===== src/rtl/wst_pkg.sv =====
// Shared constants, types and functions of the wildcard sequence trigger.
// No dependencies; used by the interfaces, cells, decoder and top level.
`default_nettype none

package wst_pkg;

	localparam int PATTERN_LENGTH = 10;
	localparam int FIXED_PART     = 6;
	localparam int WILD_LEN       = PATTERN_LENGTH - FIXED_PART;
	localparam int BYTE_W         = 8;
	localparam int RES_W          = 15;
	localparam int ACC_W          = 14;
	localparam int COUNT_W        = $clog2(PATTERN_LENGTH + 1);

	localparam logic [BYTE_W-1:0] CH_SPACE = 8'h20;
	localparam logic [BYTE_W-1:0] CH_PLUS  = 8'h2b;
	localparam logic [BYTE_W-1:0] CH_MINUS = 8'h2d;
	localparam logic [BYTE_W-1:0] CH_ZERO  = 8'h30;
	localparam logic [BYTE_W-1:0] CH_NINE  = 8'h39;
	localparam logic [BYTE_W-1:0] CH_WILD  = 8'h23;

	// "system####", oldest position first.
	localparam logic [BYTE_W-1:0] PATTERN_TEXT [PATTERN_LENGTH] = '{
		8'h73, 8'h79, 8'h73, 8'h74, 8'h65, 8'h6d,
		CH_WILD, CH_WILD, CH_WILD, CH_WILD
	};

	typedef logic [BYTE_W-1:0] byte_t;
	typedef logic [WILD_LEN-1:0][BYTE_W-1:0] wild_t;

	typedef struct packed {
		logic  care;
		byte_t ref_ch;
	} cell_cfg_t;

	function automatic cell_cfg_t cell_cfg(input int pos);
		cell_cfg_t c;
		c.ref_ch = PATTERN_TEXT[pos];
		c.care   = (PATTERN_TEXT[pos] != CH_WILD);
		return c;
	endfunction

endpackage

`default_nettype wire


===== src/rtl/wst_if.sv =====
// Valid/ready channel interfaces for key bytes in and decoded results out.
// Depends on wst_pkg for the payload widths.
`default_nettype none

interface wst_key_if;
	logic                      valid;
	logic                      ready;
	logic [wst_pkg::BYTE_W-1:0] key_byte;

	modport source (output valid, output key_byte, input ready);
	modport sink (input valid, input key_byte, output ready);
endinterface

interface wst_res_if;
	logic                            valid;
	logic                            ready;
	logic signed [wst_pkg::RES_W-1:0] parameter_res;

	modport source (output valid, output parameter_res, input ready);
	modport sink (input valid, input parameter_res, output ready);
endinterface

`default_nettype wire


===== src/rtl/wst_cell.sv =====
// One window cell: holds a byte, passes it on when the window shifts and
// compares the incoming byte with its pattern character. Depends on wst_pkg.
`default_nettype none

module wst_cell (
	input  wire logic               clk,
	input  wire logic               shift_en,
	input  wire wst_pkg::byte_t     d,
	input  wire wst_pkg::cell_cfg_t cfg,
	output wst_pkg::byte_t          q,
	output logic                    hit
);

	wst_pkg::byte_t byte_q;

	always_ff @(posedge clk) begin
		if (shift_en) begin
			byte_q <= d;
		end
	end

	// The compare looks at the byte this cell will hold after the shift.
	assign hit = !cfg.care || (d == cfg.ref_ch);
	assign q   = byte_q;

endmodule

`default_nettype wire


===== src/rtl/wst_decode.sv =====
// Decodes a signed decimal value from the four wildcard bytes: leading
// spaces, an optional sign, then digits up to the first non-digit. Uses wst_pkg.
`default_nettype none

module wst_decode (
	input  wire wst_pkg::wild_t              wild,
	output logic signed [wst_pkg::RES_W-1:0] value
);

	localparam logic [1:0] PH_SPACE = 2'd0;
	localparam logic [1:0] PH_DIGIT = 2'd1;
	localparam logic [1:0] PH_DONE  = 2'd2;

	always_comb begin
		logic [1:0]                  phase;
		logic                        neg;
		logic [wst_pkg::ACC_W-1:0]   acc;
		wst_pkg::byte_t              b;
		logic                        is_dig;
		logic [wst_pkg::ACC_W-1:0]   dig;

		phase = PH_SPACE;
		neg   = 1'b0;
		acc   = '0;
		for (int i = 0; i < wst_pkg::WILD_LEN; i++) begin
			b      = wild[i];
			is_dig = (b >= wst_pkg::CH_ZERO) && (b <= wst_pkg::CH_NINE);
			dig    = wst_pkg::ACC_W'(b - wst_pkg::CH_ZERO);
			unique case (phase)
				PH_SPACE: begin
					if (b == wst_pkg::CH_SPACE) begin
						phase = PH_SPACE;
					end else if (b == wst_pkg::CH_PLUS || b == wst_pkg::CH_MINUS) begin
						neg   = (b == wst_pkg::CH_MINUS);
						phase = PH_DIGIT;
					end else if (is_dig) begin
						acc   = dig;
						phase = PH_DIGIT;
					end else begin
						phase = PH_DONE;
					end
				end
				PH_DIGIT: begin
					if (is_dig) begin
						acc = wst_pkg::ACC_W'(acc * wst_pkg::ACC_W'(10) + dig);
					end else begin
						phase = PH_DONE;
					end
				end
				default: begin
					phase = PH_DONE;
				end
			endcase
		end
		value = neg ? -$signed({1'b0, acc}) : $signed({1'b0, acc});
	end

endmodule

`default_nettype wire


===== src/rtl/wildcard_sequence_trigger.sv =====
// Wildcard sequence trigger: a row of ten byte cells watching for "system"
// followed by four wildcard bytes. Depends on wst_pkg, wst_if, wst_cell and
// wst_decode.
//
// Usage:
//   key: one key byte per beat. A zero byte is taken and ignored. Every other
//        byte shifts into the ten-cell window, newest at the far end.
//   res: one beat per detected sequence, carrying the signed value decoded
//        from the four wildcard bytes (-999..9999).
// When the window holds ten bytes whose oldest six spell "system", the fill
// count drops to zero and the wildcard bytes move to a decode stage; the
// value moves on to the output register once that register is free.
// Throughput is one key byte per cycle while key.ready is high. A stalled
// receiver holds the result; key beats keep flowing until a second finished
// result waits in the decode stage, then key.ready drops.
// Reset clears the fill count and both valid flags; window contents are not
// cleared, as bytes are only compared once ten new ones have arrived.
`default_nettype none

module wildcard_sequence_trigger (
	input  wire logic  clk,
	input  wire logic  arst_n,
	wst_key_if.sink    key,
	wst_res_if.source  res
);

	wst_pkg::byte_t                 cell_q   [wst_pkg::PATTERN_LENGTH];
	wst_pkg::byte_t                 cell_d   [wst_pkg::PATTERN_LENGTH];
	logic [wst_pkg::PATTERN_LENGTH-1:0] hit;
	logic [wst_pkg::COUNT_W-1:0]    count_q;
	logic                           shift_en;
	logic                           full_next;
	logic                           match;
	logic                           s1_valid_s1;
	wst_pkg::wild_t                 wild_s1;
	logic                           s1_adv;
	logic signed [wst_pkg::RES_W-1:0] dec_value;
	logic                           out_valid_q;
	logic signed [wst_pkg::RES_W-1:0] out_res_q;

	assign s1_adv    = s1_valid_s1 && (!out_valid_q || res.ready);
	assign key.ready = !s1_valid_s1 || s1_adv;
	assign shift_en  = key.valid && key.ready && (key.key_byte != '0);

	for (genvar i = 0; i < wst_pkg::PATTERN_LENGTH; i++) begin : g_cell
		if (i == wst_pkg::PATTERN_LENGTH - 1) begin : g_last
			assign cell_d[i] = key.key_byte;
		end else begin : g_mid
			assign cell_d[i] = cell_q[i+1];
		end
		wst_cell u_cell (
			.clk      (clk),
			.shift_en (shift_en),
			.d        (cell_d[i]),
			.cfg      (wst_pkg::cell_cfg(i)),
			.q        (cell_q[i]),
			.hit      (hit[i])
		);
	end

	// The window is full after this beat if it already held nine or ten bytes.
	assign full_next = count_q >= wst_pkg::COUNT_W'(wst_pkg::PATTERN_LENGTH - 1);
	assign match     = shift_en && full_next && (&hit);

	always_ff @(posedge clk or negedge arst_n) begin
		if (!arst_n) begin
			count_q <= '0;
		end else if (shift_en) begin
			if (match) begin
				count_q <= '0;
			end else if (count_q != wst_pkg::COUNT_W'(wst_pkg::PATTERN_LENGTH)) begin
				count_q <= count_q + wst_pkg::COUNT_W'(1);
			end
		end
	end

	always_ff @(posedge clk or negedge arst_n) begin
		if (!arst_n) begin
			s1_valid_s1 <= 1'b0;
		end else if (match) begin
			s1_valid_s1 <= 1'b1;
		end else if (s1_adv) begin
			s1_valid_s1 <= 1'b0;
		end
	end

	always_ff @(posedge clk) begin
		if (match) begin
			for (int j = 0; j < wst_pkg::WILD_LEN; j++) begin
				wild_s1[j] <= cell_d[wst_pkg::FIXED_PART + j];
			end
		end
	end

	wst_decode u_decode (
		.wild  (wild_s1),
		.value (dec_value)
	);

	always_ff @(posedge clk or negedge arst_n) begin
		if (!arst_n) begin
			out_valid_q <= 1'b0;
		end else if (s1_adv) begin
			out_valid_q <= 1'b1;
		end else if (res.ready) begin
			out_valid_q <= 1'b0;
		end
	end

	always_ff @(posedge clk) begin
		if (s1_adv) begin
			out_res_q <= dec_value;
		end
	end

	assign res.valid         = out_valid_q;
	assign res.parameter_res = out_res_q;

endmodule

`default_nettype wire


===== src/flat_wrapper.sv =====
// flat-port wrapper written by rule: the top's interface ports become plain ports
module wildcard_sequence_trigger_flat 
  (clk, arst_n, key_valid, key_key_byte, key_ready, res_valid, res_parameter_res, res_ready);
  wst_key_if key_i ();
  wst_res_if res_i ();
  input  wire logic clk;
  input  wire logic arst_n;
  input wire logic [$bits(key_i.valid)-1:0] key_valid;
  input wire logic [$bits(key_i.key_byte)-1:0] key_key_byte;
  output wire logic [$bits(key_i.ready)-1:0] key_ready;
  output wire logic [$bits(res_i.valid)-1:0] res_valid;
  output wire logic [$bits(res_i.parameter_res)-1:0] res_parameter_res;
  input wire logic [$bits(res_i.ready)-1:0] res_ready;
  assign key_i.valid = key_valid;
  assign key_i.key_byte = key_key_byte;
  assign key_ready = key_i.ready;
  assign res_valid = res_i.valid;
  assign res_parameter_res = res_i.parameter_res;
  assign res_i.ready = res_ready;
  wildcard_sequence_trigger u_core (.clk(clk), .arst_n(arst_n), .key(key_i), .res(res_i));
endmodule

===== config.mk =====
export PLATFORM = sky130hd
export DESIGN_NAME = wildcard_sequence_trigger_flat
export DESIGN_NICKNAME = d
export VERILOG_FILES = /design/src/rtl/wst_pkg.sv /design/src/rtl/wst_if.sv /design/src/rtl/wst_cell.sv /design/src/rtl/wst_decode.sv /design/src/rtl/wildcard_sequence_trigger.sv /design/src/flat_wrapper.sv
export SDC_FILE = /design/constraint.sdc
export NUM_CORES = 1
export LEC_CHECK = 0
export ABC_AREA = 1
export BUFFER_PORTS_ARGS = -buffer_cell sky130_fd_sc_hd__buf_4
export CORE_MARGIN = 1
export CORE_UTILIZATION = 25
export DETAILED_ROUTE_END_ITERATION = 10
export GPL_TIMING_DRIVEN = 1
export MAX_ROUTING_LAYER = met4
export PLACE_DENSITY = 0.45
export SETUP_SLACK_MARGIN = 0.3
export SYNTH_ARGS = -nofsm -noshare
export SYNTH_HDL_FRONTEND = slang
export SYNTH_HIERARCHICAL = 1
export SYNTH_SLANG_ARGS = --single-unit
export TNS_END_PERCENT = 30

===== constraint.sdc =====
create_clock -name clk -period 10.62 [get_ports clk]
set_input_delay 3.186 -clock clk [delete_from_list [all_inputs] [get_ports clk]]
set_output_delay 3.186 -clock clk [all_outputs]
set_load 0.02 [all_outputs]

==> parameters.txt <==
Parameter                              Value

Run status
  Result of the run    finished, final reports clean

Timing
  Worst Clk Skew    4.669 ps
  Total of endpoints with negative setup slack in the final report    0
  Achievable frequency    0.1072 GHz
  Endpoints failing hold    0
  Period utilisation layout    0.8785
  Slew at the pin closest to its max-slew limit    1016 ps
  Post-route setup TNS    0 ps
  Worst relative slew slack    0.3228
  Setup repair after global routing missed its margin    no
  Pins Over Slew Limit    0
  Final Critical Period    9329 ps

Cells and area
  FILL cells    5,049
  Seq. cell area    3724 sq um
  Net count, final    1,937
  Synthesis-to-layout area growth    16.98%
  Ant. Diodes    0
  Area of the multi-input gates    7356 sq um
  Fraction of layout cells with a size suffix above 1    0.08425

Drt
  Iteration-0 DRC Markers    446
  TritonRoute pass-1 iters    5
  Detail-routed via count per cell    4.120
  ANT nets after route    0
  DRT Wirelength    28,380 um
  Detailed-route DRC error count    0
  Average wire per cell in the routed design    11.66 um
  DR vias    10,033

Global routing
  Met2 Use GR    0.2120
  Most heavily used metal layer in global routing    met2
  Pin count of the biggest net entering global routing    77
  Sum of overflow across all layers after global routing    0
  Grt met1 use    0.1601
  Met3 global-route usage    0.01802
  Combined global-route utilization of all metal layers    0.1291
  First-pass GRT wire length    47,750 um
  Vias in the first global route    9,929
  Antenna violations before repair    0

Worst setup path
  Largest fanout on the critical path    5
  Worst setup slack for register-to-register paths    1290 ps
  Crit path DAT    9510 ps
  Endpoint kind of the worst setup timing path    flop
  Endpoint required time on the critical path    10,800 ps
  Worst reg2reg startpoint    u_core/wild_s1[4]
  Reg-to-reg endpoint    u_core/res.parameter_res[13]
  Worst-path cell with the longest stage delay    fa_1
  WS Path Type    reg2reg
  Most frequent cell on the critical path    nand2_1
  Setup crit start kind    flop
  Depth of the worst register-to-register path    62
  Highest cell delay on the worst timing path    530 ps

Min path
  Launch instance of the worst min-delay path    u_core/g_cell[3].u_cell/q[4]
  Worst min-delay path endpoint    u_core/g_cell[2].u_cell/q[4]
  Count of cells along the worst hold path    0
  HP Class    reg2reg

Logic synthesis
  Synthesized netlist cell count    1,647
  Post-synthesis instance area    11,810 sq um
  Post-Synthesis Mean Instance Area    7.171 sq um
  Yosys warning count    6

Pwr
  Total Power Consumption    1.293 mW
  Internal power of the cells    982.0 uW
  Sequential share of power    0.459
  Net switching fraction of the power    0.2404
  Power spent charging and discharging nets    310.8 uW
  Logic gate share of total power    0.085
  Worst IR drop on VDD    0.09686 mV
  Clock network fraction of total power    0.456
  Power per cell area    93.56 nW/um^2
  Pleak    7.332 nW

Flow run
  MaxCap Viol Count    0

Die
  Starting utilization of the core area    0.2537
  Area of the die    48,120 sq um
  Std-Cell Rows    79
  Height of the chip    219.4 um
  Die width    219.4 um
  Placeable core region    46,560 sq um
  IO Pins    29

Clock tree
  Clock-pin slew on the worst setup and hold paths    60 ps
  CTS sink cnt    125
  CTS tree    built
  Number of buffers created by CTS    17
  Number of H-tree levels    4
  Post-CTS Setup Repair Bufs    0
  Source-to-sink clock delay at the later pin of the worst-skew pair    430 ps
  Maximum buffer depth of the clock tree    2
  Root buffer cell    clkbuf_16

Placed design
  IO buf count    28
  Routability Congestion    0.8340
  Half-perimeter wire length after detailed placement    23,390 um
[cells in the final DEF (no fill, tap or decap), drive strengths merged]
master,n
o21ai,46
edfxtp,119
xor2,40
conb,130
o2111ai,1
ha,103
nand2,570
nand3b,6
o311ai,1
buf,31
o21a,1
o32ai,1
nor2,135
a21o,6
o31ai,3
or2,2
bufinv,3
clkinv,8
clkinvlp,1
nand3,122
xnor2,53
clkbuf,17
a21boi,2
nand4,23
nor3,8
a22oi,1
fa,6
dfrtp,6
o211ai,4
a31oi,8
a21oi,53
o21bai,6
a211oi,1
and2,2
inv,309
[cell type report]
type | instances | area share
multi-input cells | 1334 | 0.5324
flip-flops and latches | 125 | 0.2695
inverters | 307 | 0.08358
well taps | 607 | 0.05497
clock buffers | 17 | 0.03079
repair buffers | 31 | 0.01684
clock inverters | 14 | 0.01195
[registers in the layout, summed over array words and instances, names as in the netlist]
name	cells
u_core/g_cell.u_cell/q	72
u_core/wild_s1	32
u_core/res.parameter_res	15
u_core/count_q	4
u_core/res.valid	1
u_core/s1_valid_s1	1
[how the worst max path moves through the flow]
stage          slack (ps)                           end  cells after the start              start
2_1_floorplan        2200  u_core/res.parameter_res[13]                     64  u_core/wild_s1[4]
3_3_place_gp         1310  u_core/res.parameter_res[13]                     63  u_core/wild_s1[4]
3_5_place_dp         1190  u_core/res.parameter_res[13]                     65  u_core/wild_s1[4]
4_1_cts              1170  u_core/res.parameter_res[13]                     64  u_core/wild_s1[4]
5_1_grt               340  u_core/res.parameter_res[13]                     60  u_core/wild_s1[4]
6_report             1290  u_core/res.parameter_res[13]                     62  u_core/wild_s1[4]
[worst max-delay path, delay by kind of cell, from the launching register on]
family,cells,cell delay [ps]
AOI/OAI and AO/OA,4,660
buffers and inverters,13,880
and+or+nand+nor,30,2960
DFF,1,440
xor gates and xnor gates,5,900
adders and majority gates,10,3220
[what timing repair did]
item                                    4_1_cts  5_1_grt
gates resized for setup                       0        4
hold buffers                                  0        0
hold endpoints to repair                      0        0
endpoints found under the setup margin        0        2
[power by group through the flow]
stage	logic, mW	registers [mW]	clock network (mW)
after CTS	0.111	0.594	0.611
final	0.110	0.593	0.589
after global routing	0.133	0.597	0.626
after global placement	0.109	0.604	0
after floorplan	0.0909	0.595	0
after detailed placement	0.110	0.604	0
[per-stage QoR]
stage,worst slack (ps),instance area [sq um],cells,hold slack (ps),utilization
finish,1291,13820,2435,470.8,0.2968
global route,337.6,13820,2435,478.1,0.2968
CTS,1169,13810,2435,473.2,0.2966
detailed placement,1195,13220,2404,459.0,0.2839
global placement,1310,13220,2404,452.1,0.2839
floorplan,2196,12290,1775,448.7,-
[layer usage]
layer | routed length, um | share of wire
met3 | 683 | 0.024
met1 | 14020 | 0.49
met5 | 0 | 0
met2 | 13070 | 0.46
met4 | 603 | 0.021
Power figures use the tool's default switching activity.
